## src/rtl/pco_pkg.sv

```systemverilog
// Types, codes and arithmetic helpers of the cloud optics evaluator.
`default_nettype none
package pco_pkg;

	localparam int NUM_BANDS_DEF   = 16;
	localparam int NUM_REGIMES_DEF = 4;
	localparam int MAX_TERMS_DEF   = 8;

	// action codes
	localparam logic [1:0] ACT_COMPUTE     = 2'd0;
	localparam logic [1:0] ACT_LOAD_COEF   = 2'd1;
	localparam logic [1:0] ACT_LOAD_REGIME = 2'd2;

	// regime word selectors
	localparam logic [2:0] RSEL_LOWER = 3'd0;
	localparam logic [2:0] RSEL_UPPER = 3'd1;
	localparam logic [2:0] RSEL_REF   = 3'd2;

	localparam logic [2:0] NUM_TABLES = 3'd6;

	// configuration register indexes
	localparam int CFG_IW = 2;
	localparam int CFG_DW = 4;
	localparam logic [CFG_IW-1:0] CFG_NUMER   = 2'd0;
	localparam logic [CFG_IW-1:0] CFG_DENOM   = 2'd1;
	localparam logic [CFG_IW-1:0] CFG_REGIMES = 2'd2;

	localparam logic [3:0] NUMER_RST   = 4'd8;
	localparam logic [3:0] DENOM_RST   = 4'd8;
	localparam logic [2:0] REGIMES_RST = 3'd4;

	// divider: 48-bit dividend, one bit a cycle
	localparam int         DIV_CW    = 6;
	localparam logic [5:0] DIV_STEPS = 6'd48;

	typedef struct packed {
		logic [1:0]         action;
		logic [3:0]         band;
		logic [1:0]         regime;
		logic [2:0]         table_sel;
		logic [2:0]         term;
		logic signed [31:0] load_value;
		logic signed [31:0] water_content;
		logic signed [31:0] radius;
	} req_t;

	typedef struct packed {
		logic signed [31:0] extinction;
		logic signed [31:0] albedo;
		logic signed [31:0] asymmetry;
		logic               regime_found;
		logic               arith_error;
	} rsp_t;

	typedef enum logic [3:0] {
		DP_NOP,
		DP_ACCEPT,
		DP_FOUND,
		DP_INIT,
		DP_MUL,
		DP_ADD,
		DP_NUM,
		DP_DIV_INIT,
		DP_DIV_STEP,
		DP_DIV_END,
		DP_EXT_MUL,
		DP_EXT_SAT
	} dp_op_t;

	typedef struct packed {
		dp_op_t     op;
		logic [2:0] tbl;
		logic [3:0] term;
		logic [3:0] ridx;
	} dp_cmd_t;

	typedef struct packed {
		logic gate_ok;
		logic hit;
	} dp_stat_t;

	typedef enum logic [3:0] {
		ST_IDLE,
		ST_SEARCH,
		ST_H_RD,
		ST_H_INIT,
		ST_H_MUL,
		ST_H_ADD,
		ST_H_END,
		ST_DIV_RUN,
		ST_DIV_END,
		ST_EXT_MUL,
		ST_EXT_SAT,
		ST_DONE
	} state_t;

	typedef struct packed {
		logic               ovf;
		logic signed [31:0] val;
	} sat_t;

	// saturate a wide signed value to Q16.16
	function automatic sat_t sat32(input logic signed [63:0] x);
		sat_t r;
		if (x > 64'sh0000_0000_7FFF_FFFF) begin
			r.ovf = 1'b1;
			r.val = 32'sh7FFF_FFFF;
		end else if (x < -64'sh0000_0000_8000_0000) begin
			r.ovf = 1'b1;
			r.val = 32'sh8000_0000;
		end else begin
			r.ovf = 1'b0;
			r.val = x[31:0];
		end
		return r;
	endfunction

endpackage
`default_nettype wire

```

## src/rtl/pco_ctrl.sv

```systemverilog
// Controller: configuration registers, sequencing state machine and loop counters.
`default_nettype none
module pco_ctrl #(
	parameter int NUM_REGIMES = pco_pkg::NUM_REGIMES_DEF,
	parameter int MAX_TERMS   = pco_pkg::MAX_TERMS_DEF
) (
	input  wire logic                       clk,
	input  wire logic                       arst_n,
	input  wire logic                       start,
	input  wire logic [1:0]                 action,
	input  wire logic                       cfg_we,
	input  wire logic [pco_pkg::CFG_IW-1:0] cfg_index,
	input  wire logic [pco_pkg::CFG_DW-1:0] cfg_data,
	input  wire pco_pkg::dp_stat_t          stat,
	output pco_pkg::dp_cmd_t                cmd,
	output logic                            busy,
	output logic                            done
);
	import pco_pkg::*;

	localparam int TCW = $clog2(MAX_TERMS + 1);
	localparam int RCW = $clog2(NUM_REGIMES + 1);

	state_t           state_q;
	state_t           state_nxt;
	logic [3:0]       numer_q;
	logic [3:0]       denom_q;
	logic [2:0]       regimes_q;
	logic [2:0]       tbl_q;
	logic [TCW-1:0]   term_q;
	logic [RCW-1:0]   ridx_q;
	logic [DIV_CW-1:0] cnt_q;

	logic [TCW-1:0]   nt;
	logic [TCW-1:0]   dt;
	logic [TCW-1:0]   tcount;
	logic [RCW-1:0]   rcount;
	logic             tbl_inc;
	logic             tbl_clr;
	logic             term_one;
	logic             term_inc;
	logic             ridx_inc;
	logic             ridx_clr;
	logic             cnt_clr;
	logic             cnt_inc;

	// configuration writes
	always_ff @(posedge clk or negedge arst_n) begin
		if (!arst_n) begin
			numer_q   <= NUMER_RST;
			denom_q   <= DENOM_RST;
			regimes_q <= REGIMES_RST;
		end else if (cfg_we) begin
			unique case (cfg_index)
				CFG_NUMER:   numer_q   <= cfg_data;
				CFG_DENOM:   denom_q   <= cfg_data;
				CFG_REGIMES: regimes_q <= cfg_data[2:0];
				default: ;
			endcase
		end
	end

	// clamped counts
	always_comb begin
		if (numer_q == 4'd0) begin
			nt = TCW'(1);
		end else if (32'(numer_q) > MAX_TERMS) begin
			nt = TCW'(MAX_TERMS);
		end else begin
			nt = TCW'(numer_q);
		end
		if (denom_q == 4'd0) begin
			dt = TCW'(1);
		end else if (32'(denom_q) > MAX_TERMS) begin
			dt = TCW'(MAX_TERMS);
		end else begin
			dt = TCW'(denom_q);
		end
		rcount = (32'(regimes_q) > NUM_REGIMES) ? RCW'(NUM_REGIMES) : RCW'(regimes_q);
		tcount = tbl_q[0] ? dt : nt;
	end

	always_ff @(posedge clk or negedge arst_n) begin
		if (!arst_n) begin
			state_q <= ST_IDLE;
		end else begin
			state_q <= state_nxt;
		end
	end

	// next state and commands
	always_comb begin
		state_nxt = state_q;
		cmd.op    = DP_NOP;
		cmd.tbl   = tbl_q;
		cmd.term  = 4'(term_q);
		cmd.ridx  = 4'(ridx_q);
		busy      = 1'b1;
		done      = 1'b0;
		tbl_inc   = 1'b0;
		tbl_clr   = 1'b0;
		term_one  = 1'b0;
		term_inc  = 1'b0;
		ridx_inc  = 1'b0;
		ridx_clr  = 1'b0;
		cnt_clr   = 1'b0;
		cnt_inc   = 1'b0;
		unique case (state_q)
			ST_IDLE: begin
				busy     = 1'b0;
				ridx_clr = 1'b1;
				if (start) begin
					cmd.op = DP_ACCEPT;
					if (action == ACT_COMPUTE) begin
						state_nxt = ST_SEARCH;
					end
				end
			end
			// one regime compared per cycle, first hit wins
			ST_SEARCH: begin
				if (!stat.gate_ok || rcount == '0) begin
					state_nxt = ST_DONE;
				end else if (stat.hit) begin
					cmd.op    = DP_FOUND;
					tbl_clr   = 1'b1;
					state_nxt = ST_H_RD;
				end else if (32'(ridx_q) + 32'd1 >= 32'(rcount)) begin
					state_nxt = ST_DONE;
				end else begin
					ridx_inc = 1'b1;
				end
			end
			ST_H_RD: begin
				cmd.term  = 4'd0;
				state_nxt = ST_H_INIT;
			end
			ST_H_INIT: begin
				cmd.op    = DP_INIT;
				term_one  = 1'b1;
				state_nxt = (tcount == TCW'(1)) ? ST_H_END : ST_H_MUL;
			end
			ST_H_MUL: begin
				cmd.op    = DP_MUL;
				state_nxt = ST_H_ADD;
			end
			ST_H_ADD: begin
				cmd.op   = DP_ADD;
				term_inc = 1'b1;
				if (32'(term_q) + 32'd1 >= 32'(tcount)) begin
					state_nxt = ST_H_END;
				end else begin
					state_nxt = ST_H_MUL;
				end
			end
			ST_H_END: begin
				if (tbl_q[0]) begin
					cmd.op    = DP_DIV_INIT;
					cnt_clr   = 1'b1;
					state_nxt = ST_DIV_RUN;
				end else begin
					cmd.op    = DP_NUM;
					tbl_inc   = 1'b1;
					state_nxt = ST_H_RD;
				end
			end
			ST_DIV_RUN: begin
				cmd.op  = DP_DIV_STEP;
				cnt_inc = 1'b1;
				if (cnt_q == DIV_STEPS - 6'd1) begin
					state_nxt = ST_DIV_END;
				end
			end
			ST_DIV_END: begin
				cmd.op = DP_DIV_END;
				if (tbl_q == 3'd1) begin
					state_nxt = ST_EXT_MUL;
				end else if (tbl_q == NUM_TABLES - 3'd1) begin
					state_nxt = ST_DONE;
				end else begin
					tbl_inc   = 1'b1;
					state_nxt = ST_H_RD;
				end
			end
			ST_EXT_MUL: begin
				cmd.op    = DP_EXT_MUL;
				state_nxt = ST_EXT_SAT;
			end
			ST_EXT_SAT: begin
				cmd.op    = DP_EXT_SAT;
				tbl_inc   = 1'b1;
				state_nxt = ST_H_RD;
			end
			ST_DONE: begin
				done      = 1'b1;
				state_nxt = ST_IDLE;
			end
			default: state_nxt = ST_IDLE;
		endcase
	end

	// loop counters
	always_ff @(posedge clk or negedge arst_n) begin
		if (!arst_n) begin
			tbl_q  <= '0;
			term_q <= '0;
			ridx_q <= '0;
			cnt_q  <= '0;
		end else begin
			if (tbl_clr) begin
				tbl_q <= '0;
			end else if (tbl_inc) begin
				tbl_q <= tbl_q + 3'd1;
			end
			if (term_one) begin
				term_q <= TCW'(1);
			end else if (term_inc) begin
				term_q <= term_q + TCW'(1);
			end
			if (ridx_clr) begin
				ridx_q <= '0;
			end else if (ridx_inc) begin
				ridx_q <= ridx_q + RCW'(1);
			end
			if (cnt_clr) begin
				cnt_q <= '0;
			end else if (cnt_inc) begin
				cnt_q <= cnt_q + 6'd1;
			end
		end
	end

endmodule
`default_nettype wire

```

## config.mk

```make
export PLATFORM = sky130hd
export DESIGN_NAME = pco_ctrl
export DESIGN_NICKNAME = d
export VERILOG_FILES = /design/src/rtl/pco_pkg.sv /design/src/rtl/pco_ctrl.sv
export SDC_FILE = /design/constraint.sdc
export NUM_CORES = 1
export LEC_CHECK = 0
export BUFFER_PORTS_ARGS = -buffer_cell sky130_fd_sc_hd__buf_2
export CORE_MARGIN = 5
export CORE_UTILIZATION = 50
export DETAILED_ROUTE_END_ITERATION = 12
export GPL_ROUTABILITY_DRIVEN = 1
export PLACE_DENSITY = 0.71
export SYNTH_ARGS = -nofsm -noshare
export SYNTH_HDL_FRONTEND = slang
export SYNTH_SLANG_ARGS = --single-unit
```

## constraint.sdc

```tcl
create_clock -name clk -period 3.75 [get_ports clk]
set_input_delay 0.375 -clock clk [delete_from_list [all_inputs] [get_ports clk]]
set_output_delay 0.375 -clock clk [all_outputs]
set_load 0.01 [all_outputs]
```

==> summary.txt, run 1 <==
Final layout
  – Non-filler cells, final: 299
  – # nets final: ~270
  – Share of layout cells above drive strength 1: 23.7%
  – Area occupied by registers: 779 um2
  – Area occupied by multi-input gates: 0.00121 mm2
  – Final Cell Area: approximately 0.0023 mm2
  – Fillers: roughly 370
  – Diode count: 0
  – Layout area overhead: 13.1%

Timing
  – RSZ-0062 raised after global routing: no
  – Post-Route Skew: 5.32 ps
  – Final Max Tran Viols: 0
  – Max-slew headroom: between 40% and 50%
  – Minimum hold slack: 130 ps
  – Fin crit period: 2450 ps
  – Fin Setup TNS: 0 ps
  – Final Hold Vio Count: 0
  – Max Clk Rate: 408 MHz
  – Slew at the pin with the worst max-slew slack: 765 ps
  – Endpoints failing setup: 0
  – Final Cycle Share: 65.3%

Place
  – Area after DPL: 0.00223 mm2
  – HPWL Detailed: 3230 um
  – GPL Wtd Cong: slightly below 0.8
  – Port buffer count: 29
  – Post-Place Cells: 291

Die
  – Core area: 0.00400 mm2
  – Die height: around 74 um
  – Starting Density: between 50% and 60%
  – Chip Width: 74.4 um
  – I/O pins: 31
  – Die Area: 0.00554 mm2
  – Row cnt: 23

Routing
  – Via Count: 1668
  – Initial DRC count: 87
  – Drt drc: 0
  – 1st-pass router iterations: 4
  – DR vias/cell: 5.58
  – DR WL/cell: about 15 um
  – Routed Antenna Nets: 0
  – WL final: 4370 um

Clock network
  – Skew-Pair Late Insertion Delay: 280 ps
  – CTS buffer count: 5
  – Cts repair resizes: 0
  – Worst-path clk slew: 70 ps
  – Root Driver: clkbuf_8
  – H-tree depth: 2
  – Clk sinks: 31
  – Post-CTS Hold Fix Bufs: 0
  – CTS tree: done
  – # Post-CTS Setup Buffers: 0
  – Clock tree buffer depth: 2

Setup path
  – Worst-path fanout max: 22
  – FF-to-FF Start: ridx_q[0]$_DFFE_PN0P_
  – CP max-delay cell: dfrtp_1
  – CP endpoint kind: primary output
  – Delay of the slowest cell on the worst path: ~840 ps
  – Critical path type: reg -> out
  – Crit path buffers/inverters: 1
  – Worst Setup SP: state_q[3]$_DFFE_PN0P_
  – Crit-path most repeated cell: a21oi_1
  – Crit path cell chain: nand2b_1, a21oi_1, a21oi_1, o22ai_1, buf_2
  – Worst setup SP type: flip-flop
  – Worst endpoint required time: 3380 ps
  – Family with the most delay on the worst path: flip-flops
  – Worst Path Arrival: 2080 ps

Synthesis
  – Synthesis Warnings: 0
  – Seq/Total Area, Yosys: around 38%
  – Syn Inst Count: between 200 and 250
  – Syn Area/Cell: 9.39 um2
  – Register bit total from synthesis: 31
  – Dominant cell type by area after synthesis: dfrtp_1
  – Count of flip-flops with a built-in enable after synthesis: 0
  – Mapped Nets: 247
  – Synth top area share: roughly 34%
  – Most numerous cell in the Yosys netlist: dfrtp_1
  – Top post-synthesis cells by area: dfrtp_1, ha_1, mux2_2
  – Synth Flop Type: dfrtp_1
  – Synth Cell Area: roughly 0.0021 mm2
  – Commonest cells in the netlist: dfrtp_1, nand2_1, nor2_1
  – Async S/R FF share, synth: 100%
  – Yosys cell types: 56

Power
  – Leak: between 0.001 and 0.0015 uW
  – Tot Pwr: 1730 uW
  – Worst vdd ir: 0.356 mV
  – PwrDens: 735 mW/mm2

GRT
  – Initial antenna violation count: 0
  – Largest net degree at the start of global routing: 32
  – First-pass GRT wire length: 7670 um
  – Overflow after GRT: 0
  – Vias in the first global route: 1669
  – GRT Total Usage: between 10% and 20%

Run status
  – Run status: finished, final reports clean

Job
  – Max-cap violations: 0

Worst hold path
  – Hold crit path type: in -> async
## stage by stage
stage / setup WS [ps] / util [%]
3_5_place_dp: 1490 / 55.7
5_1_grt: 1140 / 58.7
2_1_floorplan: 1580 / -
4_1_cts: 1290 / 58.7
3_3_place_gp: 1530 / 55.7
6_report: 1300 / 58.7
## routing by layer
layer  up-vias  routed length [um]  global-route usage, %
met5         -                   0                      0
met4         0                  45                   5.53
met3         4                 266                   5.41
met2        38                2060                   30.0
met1       792                1990                   22.8
li1        834                   -                      -
## report_power, final
part | total, uW | leakage, uW | switching (uW) | internal, uW
clock network | 347 | 0.0000612 | 132 | 215
registers | 637 | 0.000387 | 207 | 430
logic | 742 | 0.000608 | 395 | 347
total | 1730 | 0.00106 | 734 | 992
## sequential cells by signal, indices dropped and copies added, names as in the netlist
signal / count
cnt_q: 6
denom_q: 4
numer_q: 4
regimes_q: 3
ridx_q: 3
state_q: 4
tbl_q: 3
term_q: 4
## worst register-to-register path: cells and delay by family (launching register included)
kind	cells	cell delay, ps
fa+ha+maj	2	540
compound gates	5	970
flops	1	460
xor+xnor	1	170
## layout make-up
cell class / count / area share (%)
Inverter: 8 / 1.28
Tap cell: 50 / 2.67
Multi-Input combinational cell: 173 / 51.7
Timing Repair Buffer: 29 / 6.18
Sequential cell: 31 / 33.2
Clock buffer: 6 / 3.52
Clock inverter: 2 / 1.49
## path summary, 6_finish.rpt
check	to	slack [ps]	cells past startpoint
max in group asynchronous	cnt_q[1]$_DFFE_PN0P_	3180	1
worst max-delay path	cmd[12]	1300	5
worst max register to register	ridx_q[2]$_DFFE_PN0P_	1490	8
min in group clk	numer_q[1]$_DFFE_PN0P_	340	3
worst min register to register	cnt_q[5]$_DFFE_PN0P_	490	1
worst min-delay path	denom_q[1]$_DFFE_PN0P_	130	1
## cell usage in the layout, fill, tap and decap left out, drive strengths merged, types with 2 or more instances in the layout
master	count
nor4	4
nor2b	9
nand2	25
o21ai	12
nand3b	2
xnor2	4
inv	8
a31oi	2
nand4	2
nand3	3
nand2b	4
xor2	7
clkbuf	6
dfstp	3
mux2	10
nor3	6
mux2i	7
ha	12
nor2	24
nor3b	2
dfrtp	28
o32ai	2
a21oi	14
buf	29
a211oi	2
## kinds of logic (layout without fill, tap and decap cells)
group / count (synthesis) / count (layout) / synth area share, %
simple gates: 85 / 85 / 22.0
compound gates: 47 / 47 / 15.6
other cells: 1 / 1 / 0.181
mux: 17 / 17 / 8.81
xor+xnor: 11 / 11 / 4.64
buf+inv: 17 / 45 / 3.98
flops: 31 / 31 / 37.6
fa+ha+maj: 12 / 12 / 7.24
No activity file was read; power rests on OpenSTA's default activity.
==> run 2, diff against run 1 <==
clock period = 2.44 ns   (was 3.75 ns; I/O delays follow)
==> summary.txt, run 2 (synthesis results as in run 1) <==
Timing
  – Final Max Tran Viols: 0 (unchanged)
  – Final Cycle Share: between 90% and 100%
  – Fin crit period: 2290 ps
  – Fin Setup TNS: 0 ps (unchanged)
  – RSZ-0062 raised after global routing: no (unchanged)
  – Max Clk Rate: about 440 MHz
  – Max-slew headroom: 51.3% (was 49.0%)
  – Final Hold Vio Count: 0 (unchanged)
  – Endpoints failing setup: 0 (unchanged)
  – Slew at the pin with the worst max-slew slack: 731 ps (was 765 ps)
  – Post-Route Skew: 3.56 ps (was 5.32 ps)

Final layout
  – Layout area overhead: 13.2% (was 13.1%)
  – Share of layout cells above drive strength 1: 24.4% (was 23.7%)
  – Number of flip-flops in the largest register: 6 (unchanged)
  – Area occupied by multi-input gates: 0.00121 mm2 (unchanged)
  – Most common cell after layout, fill and taps aside: buf_2 (unchanged)
  – Most flop-heavy register: cnt_q (unchanged)
  – Final Cell Area: 0.00235 mm2 (about the same)
  – # nets final: 279 (was 274)
  – Diode count: 0 (unchanged)
  – Most frequent cells in the layout: buf_2, dfrtp_1, nand2_1, nor2_1, a21oi_1 (unchanged)
  – Area occupied by registers: 779 um2 (unchanged)
  – Fillers: 339 (was 368)

GRT
  – Vias in the first global route: 1591 (was 1669)
  – GRT Total Usage: 17.3% (was 18.1%)
  – Overflow after GRT: 0 (unchanged)
  – First-pass GRT wire length: 7340 um (was 7670 um)
  – Largest net degree at the start of global routing: 32 (unchanged)
  – Initial antenna violation count: 0 (unchanged)

Die
  – Starting Density: 51.9% (unchanged)
  – Row cnt: 23 (unchanged)
  – Die Area: 0.00554 mm2 (unchanged)
  – Chip Width: 74.4 um (unchanged)
  – Die height: 74.4 um (unchanged)
  – I/O pins: 31 (unchanged)
  – Core area: 0.00400 mm2 (unchanged)

Setup path
  – CP max-delay cell: a311oi_4 (was dfrtp_1)
  – Crit path cell chain: ha_1, ha_1, nor3b_1, o21ai_0, a311oi_4, a21oi_1, a31o_1 (was nand2b_1, a21oi_1, a21oi_1, o22ai_1, buf_2)
  – Worst Path Arrival: 2470 ps (was 2080 ps)
  – Delay of the slowest cell on the worst path: 470 ps (was 840 ps)
  – CP endpoint kind: flip-flop (was primary output)
  – Critical path type: reg -> reg (was reg -> out)
  – Worst-path fanout max: 7 (was 22)
  – Crit-path most repeated cell: ha_1 (was a21oi_1)
  – Worst endpoint required time: 2620 ps (was 3380 ps)
  – Worst setup SP type: flip-flop (unchanged)

Routing
  – Via Count: 1674 (was 1668)
  – Drt drc: 0 (unchanged)
  – Initial DRC count: 121 (was 87)
  – DR vias/cell: 5.51 (was 5.58)
  – WL final: 4330 um (was 4370 um)
  – Routed Antenna Nets: 0 (unchanged)
  – 1st-pass router iterations: 4 (unchanged)
  – DR WL/cell: 14.2 um (was 14.6 um)

Place
  – GPL Wtd Cong: 0.832 (was 0.784)
  – Area after DPL: 0.00227 mm2 (was 0.00223 mm2)
  – HPWL Detailed: 3290 um (was 3230 um)
  – Port buffer count: 29 (unchanged)

Clock network
  – CTS buffer count: 5 (unchanged)
  – Clock tree buffer depth: 2 (unchanged)
  – Post-CTS Hold Fix Bufs: 0 (unchanged)
  – Skew-Pair Late Insertion Delay: 280 ps (about the same)
  – CTS tree: done (unchanged)
  – Cts repair resizes: 0 (unchanged)
  – Clk sinks: 31 (unchanged)
  – # Post-CTS Setup Buffers: 0 (unchanged)
  – Root Driver: clkbuf_8 (unchanged)
  – Worst-path clk slew: 70 ps (about the same)
  – H-tree depth: 2 (unchanged)

Power
  – PwrDens: 1100 mW/mm2 (was 735 mW/mm2)
  – Worst vdd ir: 0.485 mV (was 0.356 mV)
  – Leak: 0.00106 uW (about the same)

Run status
  – Run status: finished, final reports clean (unchanged)

Job
  – Max-cap violations: 0 (unchanged)

Worst hold path
  – Hold crit path type: in -> async (unchanged)
## run 2: changes by cell type in the layout (fill, tap and decap cells not counted), sizes merged
cell / previous run / this run
clkbuf: 6 / 7
bufinv: 1 / 0
buf: 29 / 34
## run 2: worst max-delay path: cells and delay by family (launching register included)
kind,cells,cell delay (ps)
AO/OA/AOI/OAI,4,980
adder cells (fa/ha/maj),2,540
flip-flops,1,460
AND/OR/NAND/NOR,1,210
## run 2: where the power goes
part / internal (uW) / total [uW] / switching, uW / leakage, uW
registers: 664 / 886 / 222 / 0.000387
logic: 579 / 1300 / 720 / 0.000633
clock network: 200 / 390 / 191 / 0.0000422
total: 1440 / 2570 / 1130 / 0.00106
## run 2: cell type report
cell class              count  share of cell area [%]
clock inverters             1                   0.213
flip-flops and latches     31                    33.2
inverters                   8                    1.28
repair buffers             34                    7.78
multi-input cells         173                    51.6
well taps                  50                    2.66
clock buffers               7                    3.25
## run 2: path summary, 6_finish.rpt
kind                       slack (ps)                     end  cells past startpoint                   from
setup reg to reg                  150   ridx_q[2]$_DFFE_PN0P_                      7  ridx_q[0]$_DFFE_PN0P_
setup / recovery                  150   ridx_q[2]$_DFFE_PN0P_                      7  ridx_q[0]$_DFFE_PN0P_
hold / removal                      8   term_q[1]$_DFFE_PN0P_                      1                 arst_n
hold reg to reg                   480    cnt_q[5]$_DFFE_PN0P_                      1   cnt_q[5]$_DFFE_PN0P_
min in group clk                  210  denom_q[3]$_DFFE_PN1P_                      2            cfg_data[3]
max in group asynchronous        1980    cnt_q[5]$_DFFE_PN0P_                      1                 arst_n
## run 2: routing by layer
| metal | global-route usage (%) | wire, um | up-vias |
|---|---|---|---|
| li1 | - | - | 852 |
| met1 | 23.3 | 2010 | 773 |
| met2 | 26.8 | 2010 | 44 |
| met3 | 5.14 | 259 | 5 |
| met4 | 5.53 | 47 | 0 |
| met5 | 0 | 0 | - |
## run 2: through the flow
step	util [%]	std cells	power, uW	setup slack (ps)	hold slack (ps)
2_1_floorplan	-	221	1830	273	-51.6
3_3_place_gp	56.7	296	2170	217	332
3_5_place_dp	56.7	296	2200	164	336
4_1_cts	58.7	304	2600	151	25.5
5_1_grt	58.7	304	2800	13.2	63.7
6_report	58.7	304	2570	146	8.42
